`src/rtl/lmsd_pkg.sv`:
```
// lmsd_pkg: sizes, codes and the row-select mapping for the LED matrix scan driver
// no dependencies; used by the interfaces, the core and the checker
`timescale 1ns / 1ps

package lmsd_pkg;

  // matrix geometry
  localparam int MODULES     = 17;
  localparam int LINES       = 8;
  localparam int STORE_DEPTH = MODULES * LINES;
  localparam int ADDR_W      = $clog2(STORE_DEPTH);
  localparam int MOD_W       = (MODULES > 1) ? $clog2(MODULES) : 1;
  localparam int LINE_W      = 3;

  // command codes
  typedef enum logic [1:0] {
    ACT_SET    = 2'd0,
    ACT_CLEAR  = 2'd1,
    ACT_COMMIT = 2'd2,
    ACT_SCAN   = 2'd3
  } action_t;

  // sequencer states
  typedef enum logic [2:0] {
    ST_IDLE,
    ST_SET_WR,
    ST_COMMIT,
    ST_COMMIT_END,
    ST_SCAN
  } state_t;

  // line number to row-select code (A2..A0)
  function automatic logic [2:0] row_code_of(input logic [LINE_W-1:0] line);
    logic [2:0] code;
    case (line)
      3'd0:    code = 3'd0;
      3'd1:    code = 3'd2;
      3'd2:    code = 3'd4;
      3'd3:    code = 3'd3;
      3'd4:    code = 3'd6;
      3'd5:    code = 3'd5;
      3'd6:    code = 3'd7;
      3'd7:    code = 3'd1;
      default: code = 3'd0;
    endcase
    return code;
  endfunction

endpackage

```
`src/rtl/lmsd_if.sv`:
```
// lmsd_if: valid/ready channels for command beats and scan result beats
// depends on lmsd_pkg
`timescale 1ns / 1ps

interface lmsd_in_if
  import lmsd_pkg::*;
  ();
  logic         valid;
  logic         ready;
  action_t      action;
  logic [7:0]   pixel_x;
  logic [2:0]   pixel_y;
  logic         pixel_on;

  modport source (output valid, action, pixel_x, pixel_y, pixel_on, input ready);
  modport sink   (input valid, action, pixel_x, pixel_y, pixel_on, output ready);
endinterface

interface lmsd_out_if
  import lmsd_pkg::*;
  ();
  logic         valid;
  logic         ready;
  logic [2:0]   row_code;
  logic [7:0]   shift_byte;
  logic         latch_after;
  logic         blanking;
  logic         last;

  modport source (output valid, row_code, shift_byte, latch_after, blanking, last,
                  input ready);
  modport sink   (input valid, row_code, shift_byte, latch_after, blanking, last,
                  output ready);
endinterface

```
`src/rtl/lmsd_ram.sv`:
```
// lmsd_ram: simple dual-port synchronous RAM, one write and one registered read port
// no dependencies
`timescale 1ns / 1ps

module lmsd_ram #(
  parameter int DEPTH = 136,
  parameter int WIDTH = 8
) (
  input  logic                     clk,
  input  logic                     we,
  input  logic [$clog2(DEPTH)-1:0] waddr,
  input  logic [WIDTH-1:0]         wdata,
  input  logic [$clog2(DEPTH)-1:0] raddr,
  output logic [WIDTH-1:0]         rdata
);

  logic [WIDTH-1:0] mem [DEPTH];

  // write port
  always_ff @(posedge clk) begin
    if (we) begin
      mem[waddr] <= wdata;
    end
  end

  // registered read, old data on a same-cycle collision
  always_ff @(posedge clk) begin
    rdata <= mem[raddr];
  end

endmodule

```
`src/rtl/led_matrix_scan_driver.sv`:
```
// Scan tick: 2*MODULES result beats (34), the first one through ST_SCAN, the display
// RAM read port and the output register, then one per cycle while the sink is ready.
// Set pixel passes through ST_SET_WR (shadow read-modify-write), clear stays idle,
// commit runs ST_COMMIT then ST_COMMIT_END (one byte copied per cycle through the
// shadow read port). Reset (rst, synchronous): line 0, shadow valid bits and
// display-loaded flag cleared, so both stores read as zero at once; no clearing pass.
`timescale 1ns / 1ps

module led_matrix_scan_driver
  import lmsd_pkg::*;
(
  input  logic       clk,
  input  logic       rst,
  lmsd_in_if.sink    cmd,
  lmsd_out_if.source res
);

  localparam logic [MOD_W-1:0]  MOD_LAST  = MOD_W'(MODULES - 1);
  localparam logic [ADDR_W-1:0] ADDR_LAST = ADDR_W'(STORE_DEPTH - 1);

  state_t state, state_next;

  // control and bookkeeping registers
  logic [LINE_W-1:0]      line;
  logic                   disp_loaded;
  logic [STORE_DEPTH-1:0] sh_valid;
  logic [ADDR_W-1:0]      cnt;
  logic                   v_q;
  logic                   cw_pend;
  logic [ADDR_W-1:0]      cw_addr;
  logic [ADDR_W-1:0]      set_addr;
  logic [7:0]             set_mask;
  logic                   set_on;
  logic [MOD_W-1:0]       sc_mod;
  logic                   sc_blank;
  logic                   sc_done;
  logic                   p;
  logic [MOD_W-1:0]       p_mod;
  logic                   p_blank;
  logic                   res_valid;

  // memory ports
  logic              sh_we;
  logic [7:0]        sh_wdata;
  logic [ADDR_W-1:0] sh_raddr;
  logic [7:0]        sh_rdata;
  logic [ADDR_W-1:0] disp_raddr;
  logic [7:0]        disp_rdata;
  logic [7:0]        disp_wdata;

  // decode and control
  logic              accept;
  logic [4:0]        in_mod;
  logic              in_range;
  logic [ADDR_W-1:0] in_addr;
  logic [7:0]        sh_old;
  logic              slot_free;
  logic              load;
  logic              issue;
  logic              reissue;
  logic              run_end;

  lmsd_ram #(.DEPTH(STORE_DEPTH), .WIDTH(8)) u_shadow (
    .clk   (clk),
    .we    (sh_we),
    .waddr (set_addr),
    .wdata (sh_wdata),
    .raddr (sh_raddr),
    .rdata (sh_rdata)
  );

  lmsd_ram #(.DEPTH(STORE_DEPTH), .WIDTH(8)) u_display (
    .clk   (clk),
    .we    (cw_pend),
    .waddr (cw_addr),
    .wdata (disp_wdata),
    .raddr (disp_raddr),
    .rdata (disp_rdata)
  );

  // command decode
  assign cmd.ready = (state == ST_IDLE);
  assign accept    = cmd.valid && cmd.ready;
  assign in_mod    = cmd.pixel_x[7:3];
  assign in_range  = (32'(in_mod) < MODULES);
  assign in_addr   = ADDR_W'({in_mod, cmd.pixel_y});

  // shadow read-modify-write, never-written entries read as zero
  assign sh_old     = v_q ? sh_rdata : 8'h00;
  assign sh_wdata   = set_on ? (sh_old | set_mask) : (sh_old & ~set_mask);
  assign sh_raddr   = (state == ST_COMMIT) ? cnt : in_addr;
  assign disp_wdata = v_q ? sh_rdata : 8'h00;

  // scan fetch: re-read the held entry while the output is stalled
  assign slot_free  = !res_valid || res.ready;
  assign load       = (state == ST_SCAN) && p && slot_free;
  assign reissue    = (state == ST_SCAN) && p && !slot_free;
  assign issue      = (state == ST_SCAN) && !sc_done && (!p || slot_free);
  assign run_end    = load && p_blank && (p_mod == MOD_LAST);
  assign disp_raddr = reissue ? ADDR_W'({p_mod, line}) : ADDR_W'({sc_mod, line});

  // next state and write strobes
  always_comb begin
    state_next = state;
    sh_we      = 1'b0;
    case (state)
      ST_IDLE: begin
        if (accept) begin
          case (cmd.action)
            ACT_SET:    state_next = in_range ? ST_SET_WR : ST_IDLE;
            ACT_CLEAR:  state_next = ST_IDLE;
            ACT_COMMIT: state_next = ST_COMMIT;
            ACT_SCAN:   state_next = ST_SCAN;
            default:    state_next = ST_IDLE;
          endcase
        end
      end
      ST_SET_WR: begin
        sh_we      = 1'b1;
        state_next = ST_IDLE;
      end
      ST_COMMIT: begin
        if (cnt == ADDR_LAST) begin
          state_next = ST_COMMIT_END;
        end
      end
      ST_COMMIT_END: begin
        state_next = ST_IDLE;
      end
      ST_SCAN: begin
        if (run_end) begin
          state_next = ST_IDLE;
        end
      end
      default: state_next = ST_IDLE;
    endcase
  end

  // state register
  always_ff @(posedge clk) begin
    if (rst) begin
      state <= ST_IDLE;
    end else begin
      state <= state_next;
    end
  end

  // store bookkeeping: valid bits, line, display-loaded flag
  always_ff @(posedge clk) begin
    if (rst) begin
      sh_valid    <= '0;
      line        <= '0;
      disp_loaded <= 1'b0;
    end else begin
      if (accept && cmd.action == ACT_CLEAR) begin
        sh_valid <= '0;
      end else if (sh_we) begin
        sh_valid[set_addr] <= 1'b1;
      end
      if (state == ST_COMMIT_END) begin
        disp_loaded <= 1'b1;
      end
      if (run_end) begin
        line <= line + 1'b1;
      end
    end
  end

  // set pixel capture and commit copy pipeline
  always_ff @(posedge clk) begin
    if (rst) begin
      cw_pend <= 1'b0;
    end else begin
      cw_pend <= (state == ST_COMMIT);
    end
    if (accept && cmd.action == ACT_SET) begin
      v_q      <= sh_valid[in_addr];
      set_addr <= in_addr;
      set_mask <= 8'h80 >> cmd.pixel_x[2:0];
      set_on   <= cmd.pixel_on;
    end else if (state == ST_COMMIT) begin
      v_q     <= sh_valid[cnt];
      cw_addr <= cnt;
    end
    if (accept) begin
      cnt <= '0;
    end else if (state == ST_COMMIT) begin
      cnt <= cnt + 1'b1;
    end
  end

  // scan sequencing: byte index and phase, pending read
  always_ff @(posedge clk) begin
    if (rst) begin
      p       <= 1'b0;
      sc_done <= 1'b0;
    end else if (accept) begin
      p       <= 1'b0;
      sc_done <= 1'b0;
    end else begin
      p <= issue || reissue;
      if (issue && sc_mod == MOD_LAST && sc_blank) begin
        sc_done <= 1'b1;
      end
    end
    if (accept) begin
      sc_mod   <= '0;
      sc_blank <= 1'b0;
    end else if (issue) begin
      p_mod   <= sc_mod;
      p_blank <= sc_blank;
      if (sc_mod == MOD_LAST) begin
        sc_mod   <= '0;
        sc_blank <= 1'b1;
      end else begin
        sc_mod <= sc_mod + 1'b1;
      end
    end
  end

  // output register
  always_ff @(posedge clk) begin
    if (rst) begin
      res_valid <= 1'b0;
    end else if (load) begin
      res_valid <= 1'b1;
    end else if (res.ready) begin
      res_valid <= 1'b0;
    end
    if (load) begin
      res.row_code    <= row_code_of(line);
      res.shift_byte  <= (p_blank || !disp_loaded) ? 8'h00 : disp_rdata;
      res.latch_after <= (p_mod == MOD_LAST);
      res.blanking    <= p_blank;
      res.last        <= p_blank && (p_mod == MOD_LAST);
    end
  end

  assign res.valid = res_valid;

endmodule

```
`src/flat_wrapper.sv`:
```
// flat-port wrapper written by rule: the top's interface ports become plain ports
module led_matrix_scan_driver_flat import lmsd_pkg::*;
  (clk, rst, cmd_valid, cmd_action, cmd_pixel_x, cmd_pixel_y, cmd_pixel_on, cmd_ready, res_valid, res_row_code, res_shift_byte, res_latch_after, res_blanking, res_last, res_ready);
  lmsd_in_if cmd_i ();
  lmsd_out_if res_i ();
  input  logic clk;
  input  logic rst;
  input wire logic [$bits(cmd_i.valid)-1:0] cmd_valid;
  input wire logic [$bits(cmd_i.action)-1:0] cmd_action;
  input wire logic [$bits(cmd_i.pixel_x)-1:0] cmd_pixel_x;
  input wire logic [$bits(cmd_i.pixel_y)-1:0] cmd_pixel_y;
  input wire logic [$bits(cmd_i.pixel_on)-1:0] cmd_pixel_on;
  output wire logic [$bits(cmd_i.ready)-1:0] cmd_ready;
  output wire logic [$bits(res_i.valid)-1:0] res_valid;
  output wire logic [$bits(res_i.row_code)-1:0] res_row_code;
  output wire logic [$bits(res_i.shift_byte)-1:0] res_shift_byte;
  output wire logic [$bits(res_i.latch_after)-1:0] res_latch_after;
  output wire logic [$bits(res_i.blanking)-1:0] res_blanking;
  output wire logic [$bits(res_i.last)-1:0] res_last;
  input wire logic [$bits(res_i.ready)-1:0] res_ready;
  assign cmd_i.valid = cmd_valid;
  assign cmd_i.action = cmd_action;
  assign cmd_i.pixel_x = cmd_pixel_x;
  assign cmd_i.pixel_y = cmd_pixel_y;
  assign cmd_i.pixel_on = cmd_pixel_on;
  assign cmd_ready = cmd_i.ready;
  assign res_valid = res_i.valid;
  assign res_row_code = res_i.row_code;
  assign res_shift_byte = res_i.shift_byte;
  assign res_latch_after = res_i.latch_after;
  assign res_blanking = res_i.blanking;
  assign res_last = res_i.last;
  assign res_i.ready = res_ready;
  led_matrix_scan_driver u_core (.clk(clk), .rst(rst), .cmd(cmd_i), .res(res_i));
endmodule
```
`config.mk`:
```
export PLATFORM = sky130hd
export DESIGN_NAME = led_matrix_scan_driver_flat
export DESIGN_NICKNAME = d
export VERILOG_FILES = /design/src/rtl/lmsd_pkg.sv /design/src/rtl/lmsd_if.sv /design/src/rtl/lmsd_ram.sv /design/src/rtl/led_matrix_scan_driver.sv /design/src/flat_wrapper.sv
export SDC_FILE = /design/constraint.sdc
export NUM_CORES = 2
export LEC_CHECK = 0
export ABC_AREA = 1
export BUFFER_PORTS_ARGS = -buffer_cell sky130_fd_sc_hd__buf_4
export CAP_MARGIN = 10
export CORE_MARGIN = 2
export CORE_UTILIZATION = 45
export DETAILED_ROUTE_END_ITERATION = 8
export GPL_TIMING_DRIVEN = 1
export SETUP_SLACK_MARGIN = 0.2
export SLEW_MARGIN = 20
export SYNTH_ARGS = -nofsm -noshare
export SYNTH_HDL_FRONTEND = slang
export SYNTH_SLANG_ARGS = --single-unit
```
`constraint.sdc`:
```
create_clock -name clk -period 6.6 [get_ports clk]
set_input_delay 0.99 -clock clk [delete_from_list [all_inputs] [get_ports clk]]
set_output_delay 0.99 -clock clk [all_outputs]
set_load 0.01 [all_outputs]
```
Word-level counts from Yosys, hierarchy flattened
Memories as Yosys holds them, arrays and structs flattened. A register that Yosys moved wholly into a read port is not among the register bits. Cells that the tools add are included.

Bitwise operators: 6. Shifts and indexed selects: 1. Equal/unequal tests: 13. Multiplexer cells: 26. Add/subtract/negate cells: 3. $lt $le $gt $ge: 5. Reduce and logical (&&, ||, !) cells: 33.

Operator list (count): OR 136 bit (1); two-way mux 8 bit (4); less-than comparator 8 x 9 -> 1 bit, second input constant (3); binary-select mux 1 bit (select 8 bit) (2); logical AND 1 bit (14); two-way mux 1 bit (13); one-hot mux 3 bit (4 select lines) (1); equality test 5 bit, second input constant (2); two-way mux 3 bit (3); one-hot mux 3 bit (3 select lines) (1); adder 8 x 1 -> 8 bit, second input constant (1); bitwise AND 8 bit (1); demux 1 bit (select 8 bit) (1); equality test 8 bit, second input constant (1); greater-or-equal comparator 8 x 1 -> 1 bit, second input constant (1); inverter 8 bit (1); OR 8 bit (1); >> shifter 8 x 3 -> 8 bit, first input constant (1); equality test 3 x 2 -> 1 bit, second input constant (2); AND reduction 2 bit (3); adder 5 x 1 -> 5 bit, second input constant (1); logical NOT 1 bit (5); less-than comparator 5 bit, second input constant (1); two-way mux 5 bit (1); 14 further kinds (22).

Input bits: 18. Memories kept: 3. Output and inout port bits: 16. Bits in read-only memories: 24. Bits in registers: 204. RAM bits: 2176.

Memory list: u_core.u_display.mem (depth 136, width 8, read ports 1, clocked after Yosys merged registers in 1, write ports 1, RTL line lmsd_ram.sv:17) `logic [WIDTH-1:0] mem [DEPTH];`; u_core.u_shadow.mem (depth 136, width 8, read ports 1, clocked after Yosys merged registers in 1, write ports 1, RTL line lmsd_ram.sv:17); (name not given) (depth 8, width 3, read ports 1, clocked after Yosys merged registers in 1, write ports 0, RTL line lmsd_pkg.sv:35) `case (line)`.

Depth between registers and ports, before layout
Depth after elaboration: 7. Depth in mapped cells: 17. Depth with buffers taken out: 15.

Modules after synthesis
A second synthesis with hierarchy kept.

Cells, all modules: 8971. Area total of the unflattened synthesis: 99543.0 um2.

Modules (own cells, without submodules): lmsd_ram (area an instance 44513.9 um2, cells an instance 3716, times used 2); led_matrix_scan_driver (area an instance 10515.1 um2, cells an instance 1539, times used 1).

Worst setup path before layout
Ideal clock, no wire load.

Path kind: register -> register. Start point: register u_core.v_q. End point: memory u_core.u_shadow.mem[0][0] (data pin). Cell stages (with the launch flop): 4. Required time: 5.341 ns. Path buffers: 1. Arrival: 5.919 ns. Library setup time: 1.259 ns. Slack: -0.578 ns. Clock period less this slack: 7.178 ns. Cell sequence: edfxtp_1 -> clkbuf_1 -> nand2_1 -> o21ai_0.

Longest elaborated chain between the ends: 3. Elaborated cells between the ends (all ways): 4.

Ends and longest elaborated chain: start: declaration (RTL line led_matrix_scan_driver.sv:28) `logic v_q;`; start signal: assignment (RTL line led_matrix_scan_driver.sv:177) `v_q <= sh_valid[in_addr];`; start signal: assignment (RTL line led_matrix_scan_driver.sv:182) `v_q <= sh_valid[cnt];`; two-way mux 8 bit (*) (RTL line led_matrix_scan_driver.sv:89) `assign sh_old = v_q ? sh_rdata : 8'h00;`; bitwise AND 8 bit or OR 8 bit (tied branches) (RTL line led_matrix_scan_driver.sv:90) `assign sh_wdata = set_on ? (sh_old | set_mask) : (sh_old & ~set_mask);`; two-way mux 8 bit (*) (RTL line led_matrix_scan_driver.sv:90); named net u_core.sh_wdata[0] (RTL line led_matrix_scan_driver.sv:44) `logic [7:0] sh_wdata;`; end: declaration (RTL line lmsd_ram.sv:17).

The timed path passes the listed nets; every way through them passes the cells marked *.

Worst setup path after layout
Start point: register u_core.state[2]. End point: register u_core.u_shadow.rdata[7], read port of u_core.u_shadow.mem.

Longest elaborated chain between the ends: 2.

Ends and longest elaborated chain: start: declaration (RTL line led_matrix_scan_driver.sv:21) `state_t state, state_next;`; start signal: assignment (RTL line led_matrix_scan_driver.sv:144) `state <= state_next;`; equality test 3 x 2 -> 1 bit (RTL line led_matrix_scan_driver.sv:91) `assign sh_raddr = (state == ST_COMMIT) ? cnt : in_addr;`; two-way mux 8 bit (RTL line led_matrix_scan_driver.sv:91); end: declaration (RTL line lmsd_ram.sv:14) `output logic [WIDTH-1:0] rdata`.

Every way passes these cells. A chain may end at the register's enable or synchronous reset.

==> summary.md <==
| Metric | Value |
|---|---|
| Status | completed |
| Max transition margin | 10.9% |
| Number of nets in the layout | 8751 |
| Post-CTS repair timing setup buffer count | 0 |
| CTS sink cnt | 2399 |
| DR vias | 68100 |
| Final core utilization | 49.9% |
| Die Area | 226000 um2 |
| Final non-filler cell total | 11900 |
| CP Buf/Inv Count | 2 |
| CP required | 7.37 ns |
| Worst min-delay path category | input port to flop |
| YS warnings | 0 |
| Number of synthesized flops with an enable pin | 2222 |
| Synth Flop Type | edfxtp_1 |
| Maximum number of pins on one net before global-route repair | 181 |
| Die width | 476 um |
| Share of the synthesized area in the top cell type | 66.6% |
| RSZ-0062 raised after global routing | no |
| CTS tree | yes |
| Synth top area cells | edfxtp_1 67%, nand3_1 5.6%, nand2_1 4.7%, nor2_1 4.6%, o21ai_0 4.1% |
| Ys async rst share | 0% |
| Setup Crit Path Kind | flop to flop |
| DRT antenna net count | 0 |
| Hold violation total from the final report | 0 |
| Cts hold-fix bufs | 0 |
| Min Tclk post-route | 4.96 ns |
| WL final | 284000 um |
| Vias in the first global route | 64200 |
| CP max FO | 164 |
| Register area share after synthesis | 70.1% |
| Clock Path Buffers | 3 |
| Worst Max-Slew Pin Slew | 1.34 ns |
| Cell taking the most area after synthesis | edfxtp_1 |
| Later-pin clock latency in the skew report | 0.88 ns |
| Layout cell share with drive strength beyond 1 | 6.31% |
| Drt first pass iters | 8 |
| Core ar. | 222000 um2 |
| Port-buffer cells | 33 |
| Die span in y | 476 um |
| Clock Pin Slew Worst Setup and Hold Paths | 0.06 ns |
| Synth top cells by count | 2222 x edfxtp_1, 1261 x nand2_1, 1225 x nor2_1 |
| H-tree depth | 4 |
| Max incr delay on CP | 0.70 ns |
| Routed WL per cell | 23.9 um |
| Max cap viols | 0 |
| Post-DR vias/cell | 5.72 |
| Post-synthesis cell area | 100000 um2 |
| Pins Over Slew Limit | 0 |
| CTS resizes | 0 |
| CP Launch Type | flop |
| Clk root buf | clkbuf_16 |
| Worst path cell trace | nor2_2 > nand2_2 > nand2_8 > buf_4 > buf_12 > nand3b_1 > nand3_1 > nand3_1 > nand3_1 > nand3_1 > nand3_1 > nand3_1 > nand3_1 > nand2_1 |
| Syn Area/Cell | 11.2 um2 |
| CP dominant cell by count | nand3_1 |
| Routability congestion estimate | 0.888 |
| Placed Cells | 11500 |
| Slowest cell on the critical path | buf_4 |
| Flop and latch count out of synthesis | 2399 |
| Most frequent cell after synthesis | edfxtp_1 |
| Fmax | 202 MHz |
| Mapped Cells | 8925 |
| 1st-iter DRT viols | 7610 |
| Clock skew | 0.0337 ns |
| Leak Pwr | 38.9 nW |
| Post-synthesis cell type count | 41 |
| Tcrit/Tclk final | 75.1% |
| CTS buffer count | 235 |
| Arrival @ worst endpoint | 5.73 ns |
| Power Density | 325 nW/um2 |
| R2r setup slk | 1.64 ns |
| Syn_nets | 8948 |
| Post-Route Setup TNS | 0 ns |
| Initial Util | 45.2% |
| Critical path's top delay family | simple AND/OR/NAND/NOR gates |
| Peak supply drop | 0.290 mV |
| Synthesis-to-finish area growth | 10.5% |
| Gr ovfl total | 0 |
| First-pass GRT wire length | 419000 um |
| Cell Rows | 173 |
| HPWL Detailed | 160000 um |
| Initial antenna violation count | 4 |
| GR Util All Layers | 24.6% |
| I/O Pins | 34 |
| Worst Setup End Kind | flop |
| Endpoints failing setup | 0 |
| DR DRC count | 0 |
[where the power goes]
part | switching [mW] | internal, mW | leakage, nW
registers | 0.111 | 17.4 | 21.7
clock network | 5.74 | 7.54 | 3.69
logic | 4.03 | 1.11 | 13.5
total | 9.88 | 26.1 | 38.9
[placed cells by master (no fill, tap or decap), types with 7 or more instances in the layout]
cell / synthesis / routed
o211ai_1: 94 / 94
nand4_1: 17 / 17
o221ai_1: 32 / 32
buf_12: 0 / 21
inv_6: 0 / 7
nor2_2: 2 / 27
o21ai_0: 824 / 816
clkbuf_8: 0 / 11
nor2_1: 1225 / 1200
a21oi_1: 104 / 104
inv_4: 0 / 11
o22ai_1: 241 / 241
buf_4: 18 / 129
clkinv_2: 0 / 44
bufinv_16: 0 / 20
nand2_1: 1261 / 1261
o21ai_1: 18 / 14
inv_1: 607 / 595
edfxtp_1: 2222 / 2222
o21a_1: 46 / 46
nand3_1: 1112 / 1112
o21ai_4: 1 / 14
nor3_1: 31 / 30
nand3b_1: 278 / 278
clkbuf_1: 370 / 59
clkbuf_16: 0 / 240
dfxtp_1: 177 / 172
clkinv_1: 7 / 51
[cells by family (layout without fill, tap and decap cells)]
logic type	after synthesis	in the layout	synth area share, %
AND/OR/NAND/NOR	3938	3938	17.3
adder cells (fa/ha/maj)	5	5	0.0624
flip-flops	2399	2399	70.1
other	0	4	0
XOR/XNOR	2	2	0.0175
AO/OA/AOI/OAI	1373	1373	7.69
buffers and inverters	1208	1209	4.79
[final timing paths]
path | from | cells after the start | end
min reg2reg | u_core.sc_mod[4]$_SDFFE_PP0P_ | 0 | u_core.p_mod[4]$_DFFE_PP_
min | cmd_pixel_on | 1 | u_core.set_on$_DFFE_PP_
max | u_core.state[2]$_SDFFE_PP0P_ | 14 | u_core.u_shadow.rdata[7]$_DFF_P_
max reg2reg | u_core.state[2]$_SDFFE_PP0P_ | 14 | u_core.u_shadow.rdata[7]$_DFF_P_
[sequential cells by signal, summed over array words and instances, names as in the netlist, 3 cells and up]
| signal | flops |
|---|---|
| u_core.line | 3 |
| u_core.cw_addr | 8 |
| u_core.res.shift_byte | 8 |
| u_core.state | 3 |
| u_core.sc_mod | 5 |
| u_core.sh_valid | 136 |
| u_core.u_display.rdata | 8 |
| u_core.p_mod | 5 |
| u_core.u_shadow.rdata | 8 |
| u_core.u_display.mem | 1088 |
| u_core.set_addr | 8 |
| u_core.set_mask | 8 |
| u_core.cnt | 8 |
| u_core.u_shadow.mem | 1088 |
| u_core.res.row_code | 3 |
[metrics by stage]
step / hold WS [ns] / power [mW] / worst slack [ns] / area [um2]
2_1_floorplan: 0.406 / 21.0 / 1.75 / 100000
3_3_place_gp: 0.442 / 22.9 / 1.66 / 103000
3_5_place_dp: 0.443 / 23.0 / 1.64 / 103000
4_1_cts: 0.301 / 36.1 / 1.82 / 111000
5_1_grt: 0.305 / 37.1 / 1.42 / 111000
6_report: 0.360 / 36.0 / 1.64 / 111000
[final cells by class]
class | count | area (um2)
fill | 19500 | 111000
sequential | 2399 | 70300
multi-input combinational | 5318 | 25400
clock buffer | 310 | 6380
tap | 2975 | 3720
inverter | 621 | 2380
timing repair buffer | 153 | 1430
clock inverter | 125 | 1170
antenna | 4 | 10.0
[routing by layer]
layer	global-route usage [%]	part of all wire [%]
met5	0	0.0046
met4	10.4	4.3
met3	3.72	7.6
met2	39.6	47
met1	33.4	41
(Power assumes the default switching activity.)
